[config.mk]
export PLATFORM = sky130hd
export DESIGN_NAME = case_insensitive_substring_search
export DESIGN_NICKNAME = d
export VERILOG_FILES = /design/src/rtl/ciss_pkg.sv /design/src/rtl/ciss_pattern.sv /design/src/rtl/ciss_window.sv /design/src/rtl/case_insensitive_substring_search.sv
export SDC_FILE = /design/constraint.sdc
export NUM_CORES = 2
export LEC_CHECK = 0
export ABC_CLOCK_PERIOD_IN_PS = 12800
export BUFFER_PORTS_ARGS = -buffer_cell sky130_fd_sc_hd__buf_2
export CAP_MARGIN = 20
export CORE_ASPECT_RATIO = 1.5
export CORE_MARGIN = 2
export CORE_UTILIZATION = 55
export CTS_BUF_LIST = sky130_fd_sc_hd__clkbuf_8
export DETAILED_ROUTE_END_ITERATION = 8
export PLACE_DENSITY = 0.74
export SYNTH_ARGS = -nofsm -noshare
export SYNTH_HDL_FRONTEND = slang
export SYNTH_SLANG_ARGS = --single-unit
[constraint.sdc]
create_clock -name i_clk -period 12.8 [get_ports i_clk]
set_input_delay 0 -clock i_clk [delete_from_list [all_inputs] [get_ports i_clk]]
set_output_delay 0 -clock i_clk [all_outputs]
set_load 0.02 [all_outputs]
[src/rtl/ciss_pkg.sv]
// Package for the case-insensitive substring search block.
// Holds the beat structs, operation and register codes, and the case fold.
// No dependencies.
`timescale 1ns / 1ps
`default_nettype none

package ciss_pkg;

    localparam int BYTE_W          = 8;
    localparam int PATTERN_MAX_DEF = 64;
    localparam int LEN_W           = 7;
    localparam int IDX_W           = 6;
    localparam int CNT_W           = 32;
    localparam int CFG_IDX_W       = 2;

    localparam logic [CNT_W-1:0]  CNT_SAT      = 32'hFFFF_FFFF;
    localparam logic [BYTE_W-1:0] BYTE_MASK    = 8'hFF;
    localparam logic [BYTE_W-1:0] LINE_END_RST = 8'd10;
    localparam logic [BYTE_W-1:0] CASE_OFFSET  = 8'h20;

    localparam logic [1:0] OP_LOAD  = 2'd0;
    localparam logic [1:0] OP_START = 2'd1;
    localparam logic [1:0] OP_TEXT  = 2'd2;

    localparam logic [CFG_IDX_W-1:0] CFG_DIRECTION = 2'd0;
    localparam logic [CFG_IDX_W-1:0] CFG_PAT_LEN   = 2'd1;
    localparam logic [CFG_IDX_W-1:0] CFG_LINE_END  = 2'd2;

    typedef struct packed {
        logic [1:0]        operation;
        logic [BYTE_W-1:0] text_byte;
        logic              is_line_break;
        logic [IDX_W-1:0]  pattern_index;
    } t_in_item;

    typedef struct packed {
        logic             hit;
        logic [CNT_W-1:0] match_position;
        logic             search_done;
    } t_out_item;

    typedef struct packed {
        logic              we;
        logic [IDX_W-1:0]  idx;
        logic [BYTE_W-1:0] data;
    } t_pat_wr;

    typedef struct packed {
        logic             we;
        logic [LEN_W-1:0] value;
    } t_len_wr;

    typedef struct packed {
        logic              shift;
        logic              clear;
        logic [BYTE_W-1:0] ch;
    } t_win_ctl;

    function automatic logic [BYTE_W-1:0] fold_case(input logic [BYTE_W-1:0] b);
        logic [BYTE_W-1:0] r;
        r = b & BYTE_MASK;
        if (r inside {[8'h61:8'h7A]}) begin
            r = r - CASE_OFFSET;
        end
        return r;
    endfunction

endpackage

`default_nettype wire

[src/rtl/ciss_pattern.sv]
// Pattern store: folded pattern bytes in index order and in forward-compare order.
// A pattern length write starts a realign pass of the forward copy.
// Depends on ciss_pkg.
`timescale 1ns / 1ps
`default_nettype none

module ciss_pattern #(
    parameter int PATTERN_MAX = ciss_pkg::PATTERN_MAX_DEF
) (
    input  wire logic                                      i_clk,
    input  wire logic                                      i_rst_n,
    input  wire ciss_pkg::t_pat_wr                         i_wr,
    input  wire ciss_pkg::t_len_wr                         i_len_wr,
    input  wire logic [ciss_pkg::LEN_W-1:0]                i_len,
    output logic [PATTERN_MAX-1:0][ciss_pkg::BYTE_W-1:0]   o_pat,
    output logic [PATTERN_MAX-1:0][ciss_pkg::BYTE_W-1:0]   o_pat_fwd,
    output logic                                           o_busy
);
    import ciss_pkg::*;

    localparam int CW = $clog2(PATTERN_MAX + 1);

    logic [PATTERN_MAX-1:0][BYTE_W-1:0] r_pat;
    logic [PATTERN_MAX-1:0][BYTE_W-1:0] r_pat_fwd;
    logic [CW-1:0]                      r_sweep;
    logic [CW-1:0]                      n_sweep_start;

    always_comb begin
        if (i_len_wr.value != '0 && int'(i_len_wr.value) <= PATTERN_MAX) begin
            n_sweep_start = CW'(PATTERN_MAX - int'(i_len_wr.value));
        end else begin
            n_sweep_start = '0;
        end
    end

    always_ff @(posedge i_clk) begin
        if (!i_rst_n) begin
            r_sweep <= '0;
        end else if (i_len_wr.we) begin
            r_sweep <= n_sweep_start;
        end else if (r_sweep != '0) begin
            r_sweep <= r_sweep - CW'(1);
        end
    end

    always_ff @(posedge i_clk) begin
        if (i_len_wr.we) begin
            for (int j = 0; j < PATTERN_MAX; j++) begin
                r_pat_fwd[j] <= r_pat[PATTERN_MAX-1-j];
            end
        end else if (r_sweep != '0) begin
            for (int j = 0; j < PATTERN_MAX - 1; j++) begin
                r_pat_fwd[j] <= r_pat_fwd[j+1];
            end
        end else if (i_wr.we) begin
            for (int j = 0; j < PATTERN_MAX; j++) begin
                if (int'(i_wr.idx) < int'(i_len) &&
                    int'(i_wr.idx) + j == int'(i_len) - 1) begin
                    r_pat_fwd[j] <= i_wr.data;
                end
            end
        end
    end

    always_ff @(posedge i_clk) begin
        if (i_wr.we) begin
            for (int j = 0; j < PATTERN_MAX; j++) begin
                if (int'(i_wr.idx) == j) begin
                    r_pat[j] <= i_wr.data;
                end
            end
        end
    end

    assign o_pat     = r_pat;
    assign o_pat_fwd = r_pat_fwd;
    assign o_busy    = (r_sweep != '0);

endmodule

`default_nettype wire

[src/rtl/ciss_window.sv]
// Text window shift line, fill count and the window-to-pattern compare.
// The compare looks at the window as it stands after the incoming byte.
// Depends on ciss_pkg.
`timescale 1ns / 1ps
`default_nettype none

module ciss_window #(
    parameter int PATTERN_MAX = ciss_pkg::PATTERN_MAX_DEF
) (
    input  wire logic                                      i_clk,
    input  wire logic                                      i_rst_n,
    input  wire ciss_pkg::t_win_ctl                        i_ctl,
    input  wire logic                                      i_dir,
    input  wire logic [ciss_pkg::LEN_W-1:0]                i_len,
    input  wire logic [PATTERN_MAX-1:0][ciss_pkg::BYTE_W-1:0] i_pat,
    input  wire logic [PATTERN_MAX-1:0][ciss_pkg::BYTE_W-1:0] i_pat_fwd,
    output logic                                           o_match
);
    import ciss_pkg::*;

    localparam int CW = $clog2(PATTERN_MAX + 1);

    logic [PATTERN_MAX-1:0][BYTE_W-1:0] r_win;
    logic [PATTERN_MAX-1:0][BYTE_W-1:0] n_win;
    logic [CW-1:0]                      r_fill;
    logic [CW-1:0]                      n_fill;
    logic [PATTERN_MAX-1:0]             eq;
    logic                               len_ok;

    always_comb begin
        n_win[0] = i_ctl.ch;
        for (int j = 1; j < PATTERN_MAX; j++) begin
            n_win[j] = r_win[j-1];
        end
    end

    always_comb begin
        if (int'(r_fill) < PATTERN_MAX) begin
            n_fill = r_fill + CW'(1);
        end else begin
            n_fill = r_fill;
        end
    end

    always_comb begin
        for (int j = 0; j < PATTERN_MAX; j++) begin
            eq[j] = (int'(i_len) <= j) ||
                    (n_win[j] == (i_dir ? i_pat[j] : i_pat_fwd[j]));
        end
    end

    assign len_ok  = (i_len != '0) && (int'(i_len) <= PATTERN_MAX);
    assign o_match = len_ok && (int'(n_fill) >= int'(i_len)) && (&eq);

    always_ff @(posedge i_clk) begin
        if (!i_rst_n) begin
            r_fill <= '0;
        end else if (i_ctl.clear) begin
            r_fill <= '0;
        end else if (i_ctl.shift) begin
            r_fill <= n_fill;
        end
    end

    always_ff @(posedge i_clk) begin
        if (i_ctl.shift) begin
            r_win <= n_win;
        end
    end

endmodule

`default_nettype wire

[src/rtl/case_insensitive_substring_search.sv]
// Path: an accepted beat goes from the input register to the result register.
// Throughput: one beat per cycle when no realign pass runs and the output is not stalled.
// A pattern_length write starts a realign pass of the forward pattern copy, during which
// input beats wait in the input register.
// Reset (synchronous, active low) clears the registers to direction 0, length 0,
// line end 10, and clears the window fill, item count, found flag and valid bits.
`timescale 1ns / 1ps
`default_nettype none

module case_insensitive_substring_search #(
    parameter int PATTERN_MAX = ciss_pkg::PATTERN_MAX_DEF
) (
    input  wire logic                               i_clk,
    input  wire logic                               i_rst_n,
    input  wire logic                               i_in_valid,
    output logic                                    o_in_ready,
    input  wire ciss_pkg::t_in_item                 i_in_data,
    output logic                                    o_out_valid,
    input  wire logic                               i_out_ready,
    output ciss_pkg::t_out_item                     o_out_data,
    input  wire logic                               i_cfg_we,
    input  wire logic [ciss_pkg::CFG_IDX_W-1:0]     i_cfg_index,
    input  wire logic [ciss_pkg::BYTE_W-1:0]        i_cfg_wdata
);
    import ciss_pkg::*;

    logic                               r_dir;
    logic [LEN_W-1:0]                   r_len;
    logic [BYTE_W-1:0]                  r_line_end;
    logic                               r_in_vld;
    t_in_item                           r_in;
    logic                               r_out_vld;
    t_out_item                          r_out;
    logic [CNT_W-1:0]                   r_count;
    logic                               r_found;
    logic [CNT_W-1:0]                   n_count;
    logic                               n_found;
    logic                               adv;
    logic                               busy;
    logic                               match;
    logic                               is_load;
    logic                               is_start;
    logic                               is_text;
    t_pat_wr                            pat_wr;
    t_len_wr                            len_wr;
    t_win_ctl                           win_ctl;
    logic [PATTERN_MAX-1:0][BYTE_W-1:0] pat;
    logic [PATTERN_MAX-1:0][BYTE_W-1:0] pat_fwd;

    always_ff @(posedge i_clk) begin
        if (!i_rst_n) begin
            r_dir      <= 1'b0;
            r_len      <= '0;
            r_line_end <= LINE_END_RST;
        end else if (i_cfg_we) begin
            case (i_cfg_index)
                CFG_DIRECTION: r_dir      <= i_cfg_wdata[0];
                CFG_PAT_LEN:   r_len      <= i_cfg_wdata[LEN_W-1:0];
                CFG_LINE_END:  r_line_end <= i_cfg_wdata;
                default: begin
                end
            endcase
        end
    end

    assign adv        = r_in_vld && !busy && (!r_out_vld || i_out_ready);
    assign o_in_ready = !r_in_vld || adv;

    assign is_load  = (r_in.operation == OP_LOAD);
    assign is_start = (r_in.operation == OP_START);
    assign is_text  = (r_in.operation == OP_TEXT) && !r_found;

    always_comb begin
        pat_wr.we   = adv && is_load;
        pat_wr.idx  = r_in.pattern_index;
        pat_wr.data = fold_case(r_in.text_byte);

        len_wr.we    = i_cfg_we && (i_cfg_index == CFG_PAT_LEN);
        len_wr.value = i_cfg_wdata[LEN_W-1:0];

        win_ctl.shift = adv && is_text;
        win_ctl.clear = adv && is_start;
        win_ctl.ch    = fold_case(r_in.is_line_break ? r_line_end : r_in.text_byte);
    end

    ciss_pattern #(
        .PATTERN_MAX (PATTERN_MAX)
    ) u_pattern (
        .i_clk     (i_clk),
        .i_rst_n   (i_rst_n),
        .i_wr      (pat_wr),
        .i_len_wr  (len_wr),
        .i_len     (r_len),
        .o_pat     (pat),
        .o_pat_fwd (pat_fwd),
        .o_busy    (busy)
    );

    ciss_window #(
        .PATTERN_MAX (PATTERN_MAX)
    ) u_window (
        .i_clk     (i_clk),
        .i_rst_n   (i_rst_n),
        .i_ctl     (win_ctl),
        .i_dir     (r_dir),
        .i_len     (r_len),
        .i_pat     (pat),
        .i_pat_fwd (pat_fwd),
        .o_match   (match)
    );

    always_comb begin
        n_count = r_count;
        n_found = r_found;
        if (is_start) begin
            n_count = '0;
            n_found = 1'b0;
        end else if (is_text) begin
            if (r_count != CNT_SAT) begin
                n_count = r_count + CNT_W'(1);
            end
            if (match) begin
                n_found = 1'b1;
            end
        end
    end

    always_ff @(posedge i_clk) begin
        if (!i_rst_n) begin
            r_in_vld  <= 1'b0;
            r_out_vld <= 1'b0;
            r_count   <= '0;
            r_found   <= 1'b0;
        end else begin
            if (o_in_ready) begin
                r_in_vld <= i_in_valid;
            end
            if (adv) begin
                r_out_vld <= 1'b1;
                r_count   <= n_count;
                r_found   <= n_found;
            end else if (i_out_ready) begin
                r_out_vld <= 1'b0;
            end
        end
    end

    always_ff @(posedge i_clk) begin
        if (o_in_ready && i_in_valid) begin
            r_in <= i_in_data;
        end
        if (adv) begin
            r_out.hit            <= is_text && match;
            r_out.match_position <= n_count;
            r_out.search_done    <= n_found;
        end
    end

    assign o_out_valid = r_out_vld;
    assign o_out_data  = r_out;

`ifndef ASSERT_OFF
    a_found_clear: assert property (@(posedge i_clk) disable iff (!i_rst_n)
        (r_found && !n_found) |-> is_start)
        else $error("found flag cleared without a start beat");

    a_hit_done: assert property (@(posedge i_clk) disable iff (!i_rst_n)
        (r_out_vld && r_out.hit) |-> r_out.search_done)
        else $error("hit reported without search_done");

    a_count_mono: assert property (@(posedge i_clk) disable iff (!i_rst_n)
        !(adv && is_start) |=> (r_count >= $past(r_count)))
        else $error("item count dropped without a start beat");

    a_hit_text: assert property (@(posedge i_clk) disable iff (!i_rst_n)
        (adv && r_in.operation != OP_TEXT) |=> !r_out.hit)
        else $error("hit on a non-text beat");

    a_no_adv_busy: assert property (@(posedge i_clk) disable iff (!i_rst_n)
        busy |=> $stable(r_count) && $stable(r_found))
        else $error("search state moved during realign pass");
`endif

endmodule

`default_nettype wire
# Word-level counts from Yosys, hierarchy flattened
# Cells that the tools add are included.
dict set report totals {
  ff_bits 1644
  out_inout_bits 36
}
dict set report classes {
  n_addsub 70
  magnitude_cmp 73
  eq_ne 197
  mux 147
  n_bitwise 1
  reduce_logical 356
}
# cell count
set ops {}
lappend ops {{$eq A32 B32 Y1} 63}
lappend ops {{$mux W8} 132}
lappend ops {{$mux W512} 2}
lappend ops {{$eq A8 B8 Y1} 64}
lappend ops {{$mux W504} 1}
lappend ops {{$reduce_and A2 Y1} 130}
lappend ops {{$add A6 B6 Y7 const B} 32}
lappend ops {{$le A7 B6 Y1 const B} 32}
lappend ops {{$eq A6 B6 Y1 const B} 32}
lappend ops {{$reduce_bool A3 Y1} 64}
lappend ops {{$add A6 B5 Y7 const B} 16}
lappend ops {{$le A7 B5 Y1 const B} 16}
lappend ops {{$eq A6 B5 Y1 const B} 16}
lappend ops {{$mux W32} 3}
lappend ops {{$logic_and A1 B1 Y1} 79}
lappend ops {{$logic_or A1 B1 Y1} 66}
lappend ops {{$reduce_and A64 Y1} 1}
lappend ops {{$add A6 B4 Y7 const B} 8}
lappend ops {{$le A7 B4 Y1 const B} 8}
lappend ops {{$eq A6 B4 Y1 const B} 8}
lappend ops {{$add A32 B1 Y32 const B} 1}
lappend ops {{$eq A7 B32 Y1} 1}
lappend ops {{$ne A32 B32 Y1 const B} 1}
lappend ops {{$add A6 B3 Y7 const B} 4}
lappend ops {{32 further kinds} 64}

# Longest topological paths before layout
dict set report depth {
  depth_word 11
  mapped_depth 14
  depth_no_buf 11
}

# Cells and area by module
# Synthesis repeated with hierarchy kept, for this count alone.
dict set report unflattened {
  cells_unflattened 5943
  hier_area_um2 75666.3
}
# module n_inst cells_per_inst area_per_inst_um2 seq_area_each_um2
set modules_own_cells {}
lappend modules_own_cells {ciss_pattern 1 3458 43022.5 30889.6}
lappend modules_own_cells {ciss_window 1 1973 27568.9 15274.6}
lappend modules_own_cells {case_insensitive_substring_search 1 512 5074.9 2552.4}

# Worst setup path before layout
# OpenSTA, ideal clock, no wires.
dict set report synth_timing {
  path_type {flip-flop to flip-flop}
  startpoint {register u_pattern.r_sweep[2]}
  endpoint {register u_window.r_fill[5]}
  arrival_ns 12.263
  required_ns 12.733
  slack_ns 0.470
  stages_incl_launch_ff 11
  n_path_buf 1
  period_less_slack_ns 12.330
  cell_sequence {dfxtp_1 or2_2 nor4_2 nand3_1 clkbuf_1 inv_1 nand3_1 inv_1 nand2_1 xor2_1 nor2_1}
}
# item line_no
set synth_lines {}
lappend synth_lines {{from (decl)} ciss_pattern.sv:25} ;# logic [CW-1:0] r_sweep;
lappend synth_lines {{from (signal assigned)} ciss_pattern.sv:40} ;# r_sweep <= n_sweep_start;
lappend synth_lines {{from (signal assigned)} ciss_pattern.sv:42} ;# r_sweep <= r_sweep - CW'(1);
lappend synth_lines {{to (signal assigned)} ciss_window.sv:61} ;# r_fill <= n_fill;
lappend synth_lines {{to (decl)} ciss_window.sv:25} ;# logic [CW-1:0] r_fill;

# Final worst setup path
dict set report layout_timing {
  startpoint {register r_dir}
  endpoint {register r_found}
}
dict set report layout_between {
  elab_chain_len 8
  elab_cells_between_ends 197
  cone_classes {eq/ne: 64; mux: 67; reduce/logical: 66}
}
# item line_no
set layout_rtl {}
lappend layout_rtl {{from (decl)} case_insensitive_substring_search.sv:27} ;# logic r_dir;
lappend layout_rtl {{from (signal assigned)} case_insensitive_substring_search.sv:57} ;# CFG_DIRECTION: r_dir <= i_cfg_wdata[0];
lappend layout_rtl {{$mux W8} ciss_window.sv:48} ;# (n_win[j] == (i_dir ? i_pat[j] : i_pat_fwd[j]));
lappend layout_rtl {{$eq A8 B8 Y1} ciss_window.sv:48}
lappend layout_rtl {{$logic_or A1 B1 Y1} ciss_window.sv:47} ;# eq[j] = (int'(i_len) <= j) ||
lappend layout_rtl {{$reduce_and A64 Y1 *} ciss_window.sv:53} ;# assign o_match = len_ok && (int'(n_fill) >= int'(i_len)) && (&eq);
lappend layout_rtl {{$logic_and A1 B1 Y1 *} ciss_window.sv:53}
lappend layout_rtl {{$mux W1 *} case_insensitive_substring_search.sv:122} ;# if (match) begin
lappend layout_rtl {{$mux W1 *} case_insensitive_substring_search.sv:118} ;# end else if (is_text) begin
lappend layout_rtl {{$mux W1 *} case_insensitive_substring_search.sv:115} ;# if (is_start) begin
lappend layout_rtl {{to (signal assigned)} case_insensitive_substring_search.sv:141} ;# r_found <= n_found;
lappend layout_rtl {{to (decl)} case_insensitive_substring_search.sv:35} ;# logic r_found;
# Every way passes the cells marked *; elsewhere a longest branch is shown, timed or not.
# A chain may end at the register's enable or synchronous reset.

==> out/qor_table.md <==
| Result | Reported |
| --- | --- |
| Overall die height | 458 um |
| Unrepaired setup endpoints after global routing | false |
| Fill cell total of the finished layout | 10.3k |
| Reg-to-reg endpoint | r_found$_SDFFE_PN0P_ |
| Share of final-layout standard cells stronger than drive strength 1 | 0.0920 |
| Drc violations | 0 |
| Post-Syn Instances | 5976 |
| Synth warnings | 0 |
| Num CTS Buffers | 230 |
| Synth Flop Type | edfxtp_1 |
| Worst clock skew | 0.0631 ns |
| Startpoint of the worst register-to-register path | r_dir$_SDFFE_PN0P_ |
| Routed wire per std cell | 30.5 um |
| Worst IR Drop VDD | 0.722 mV |
| Reg-to-reg slack, setup | 7.19 ns |
| Total Routed Length | 247 mm |
| Clk network pwr share | 0.220 |
| Boundary pin count | 68 |
| Synth top area cells | edfxtp_1, mux2i_1, xnor2_1, o21ai_0, a21oi_1 |
| Clk Tree Root Cell | clkbuf_8 |
| Worst Hold Class | input port to flip-flop |
| Final min period | 5.61 ns |
| Upper clock frequency limit | 178 MHz |
| Data arrival, critical path | 6.57 ns |
| IO Port Bufs | 67 |
| Switch share | 0.379 |
| Cell-internal power | 0.0118 W |
| Initial antenna violation count | 10 |
| 1st-pass router iterations | 6 |
| Beginning of the worst hold path | i_cfg_wdata[0] |
| Slew of the pin with the lowest slew margin | 1.34 ns |
| Endpoint required time on the critical path | 13.76 ns |
| Worst max-slew margin expressed relative to the limit | 0.104 |
| Leak | 25.8 nW |
| Synth cell count leaders | edfxtp_1, nand2_1, o21ai_0 |
| Average cell area after synthesis | 12.6 sq um |
| Ys async rst share | 0 |
| Hold Crit Depth | 6 |
| Total vias in the final route | 52.3k |
| Top-count cell post-synth | edfxtp_1 |
| Area of the core region | 0.136 sq mm |
| Number of nets produced by synthesis | 6054 |
| Initial core utilization | 0.553 |
| Ratio of total power to cell area | 228 mW/mm^2 |
| Maximum number of buffers from clock root to sink | 3 |
| Sequential element share of the synthesized area | 0.645 |
| Post-detailed-route count of antenna-violating nets | 0 |
| Global-route usage over all layers | 0.348 |
| Seq pwr share | 0.444 |
| Total standard cell area after synthesis | 0.0755 sq mm |
| Netlist cell types | 68 |
| Setup TNS Final | 0 ns |
| Classification of the worst setup path | flip-flop to flip-flop |
| Clk sinks | 1644 |
| Total Nets Final | 6205 |
| # Post-CTS Setup Buffers | 0 |
| Die width | 307 um |
| Total grt overflow | 0 |
| Status | complete, no violations |
| Layout-stage area growth over the synthesis result | 9.98% |
| Count of flip-flops with a built-in enable after synthesis | 1579 |
| Dominant cell type by area after synthesis | edfxtp_1 |
| Number of maximum-capacitance violations | 0 |
| Final Max Slew Viols | 0 |
| Proportion of netlist area held by the largest area contributor | 0.628 |
| First-pass GRT wire length | 352 mm |
| Post-detailed-placement half-perimeter wirelength | 166 mm |
| Placer's final routability congestion estimate | 1.05 |
| Switching component of the power | 0.00716 W |
| Critical path peak fanout | 126 |
| Clock tree from TritonCTS | built |
| Placement row count | 166 |
| Clock slew at the register clock pins of the worst setup and hold paths | 0.07 ns |
| Synthesized flop and latch total | 1644 |
| Die footprint | 0.140 sq mm |
| Category of the worst setup path capture point | flip-flop |
| Critical path startpoint category | flip-flop |
| Number of cells on the worst reg-to-reg path | 12 |
| Setup violation total in the final timing report | 0 |
| Maximum number of pins on one net before global-route repair | 276 |
| Vias in the first global route | 52.1k |
| Part of the cycle the worst path needs | 0.438 |
| Comb power frac | 0.337 |
| Number of vias per cell | 6.46 |
| Post-Layout Cell Count | 8089 |
| Final Hold Viols | 0 |
| Drt first-iter violations | 6130 |
| Clock latency reported for the late side of the worst-skew pair | 1.02 ns |
| Hold Path End | u_pattern.r_sweep[6]$_SDFFE_PN0N_ |
| Number of cells in the design after placement | 7570 |
| Number of H-tree branching levels | 4 |
==> power by group through the flow <==
stage               registers (W)  logic (W)  clock network, W
floorplan                 0.00817    0.00390                 0
global placement          0.00845    0.00611                 0
detailed placement        0.00845    0.00619                 0
CTS                       0.00836    0.00627           0.00418
global route              0.00844    0.00679           0.00437
finish                    0.00840    0.00637           0.00416
==> logic make-up after synthesis <==
family          count (synthesis)  share of synthesized area
buf+inv                       412                     0.0256
mux                           530                     0.0704
flops                        1644                      0.645
xor+xnor                      672                     0.0783
fa+ha+maj                      46                    0.00762
compound gates               1393                     0.0969
simple gates                 1279                     0.0761
==> layer usage <==
layer | part of all wire | global-route usage | up-vias
met5 | 0.00015 | 0 | -
met4 | 0.087 | 0.264 | 6
met3 | 0.084 | 0.0741 | 999
met2 | 0.49 | 0.588 | 3110
met1 | 0.33 | 0.386 | 25822
li1 | - | - | 22335
==> worst max-delay path, stage by stage (launching register included) <==
cell and delay, ns:
dfxtp_4 0.85, buf_4 0.69, buf_12 0.73, mux2i_1 0.32, xnor2_1 0.11, nor4_1 0.65, a21oi_1 0.44, nor4_1 0.43
buf_2 0.26, nand4_1 0.14, nor4b_1 0.40, nand4_1 0.14, o21ai_1 0.09
==> through the flow <==
step	hold WS, ns	total power, W	instance area [sq um]	utilization	worst slack [ns]
after floorplan	0.0619	0.0121	75500	-	0.470
after global placement	0.189	0.0146	77600	0.568	7.44
after detailed placement	0.184	0.0146	77600	0.569	7.36
after CTS	0.0160	0.0188	82900	0.608	7.33
after global routing	0.121	0.0196	83000	0.609	7.13
final	0.118	0.0189	83100	0.609	7.19
==> cell usage in the layout, fill, tap and decap left out, types with 73 or more instances in the layout <==
cell type	count
mux2i_1	521
nor2_1	195
nand2_1	699
clkinv_1	73
xnor2_1	585
nor4_1	146
inv_1	85
clkbuf_8	234
dlygate4sd3_1	79
edfxtp_1	1579
a21oi_1	615
buf_4	127
o21ai_0	642
xor2_1	81
==> worst max path at each step <==
stage,from,slack [ns],endpoint
finish,r_dir$_SDFFE_PN0P_,7.19,r_found$_SDFFE_PN0P_
global route,r_dir$_SDFFE_PN0P_,7.13,o_out_data[0]$_DFFE_PP_
CTS,r_dir$_SDFFE_PN0P_,7.33,r_found$_SDFFE_PN0P_
detailed placement,r_dir$_SDFFE_PN0P_,7.36,r_found$_SDFFE_PN0P_
global placement,r_dir$_SDFFE_PN0P_,7.44,r_found$_SDFFE_PN0P_
floorplan,u_pattern.r_sweep[2]$_SDFFE_PN0N_,0.47,u_window.r_fill[5]$_SDFFE_PP0P_
==> registers in the layout, summed over array words and instances (netlist names), 6 cells and up <==
signal               count
pat_wr                   6
r_len                    7
u_window.n_win         504
r_line_end               8
o_out_data              34
u_window.r_fill          7
u_pattern.o_pat_fwd    512
r_in                    11
r_count                 32
u_pattern.r_sweep        7
u_pattern.o_pat        512
==> repair_timing <==
item,in CTS,in global routing
endpoints found under the hold margin,124,0
hold buffers,79,0
resized for setup,0,0
==> area by class of cell <==
cell class | count | area [sq um] | share of cell area
Antenna cell | 8 | 20.0 | 0.000241
Clock buffer | 232 | 3190 | 0.0384
Clock inverter | 190 | 1320 | 0.0159
Inverter | 37 | 146 | 0.00176
Multi-Input combinational cell | 3920 | 25100 | 0.302
Sequential cell | 1644 | 48700 | 0.587
Tap cell | 1764 | 2210 | 0.0266
Timing Repair Buffer | 294 | 2370 | 0.0286
Note: power is estimated with default switching activity, not from simulation.
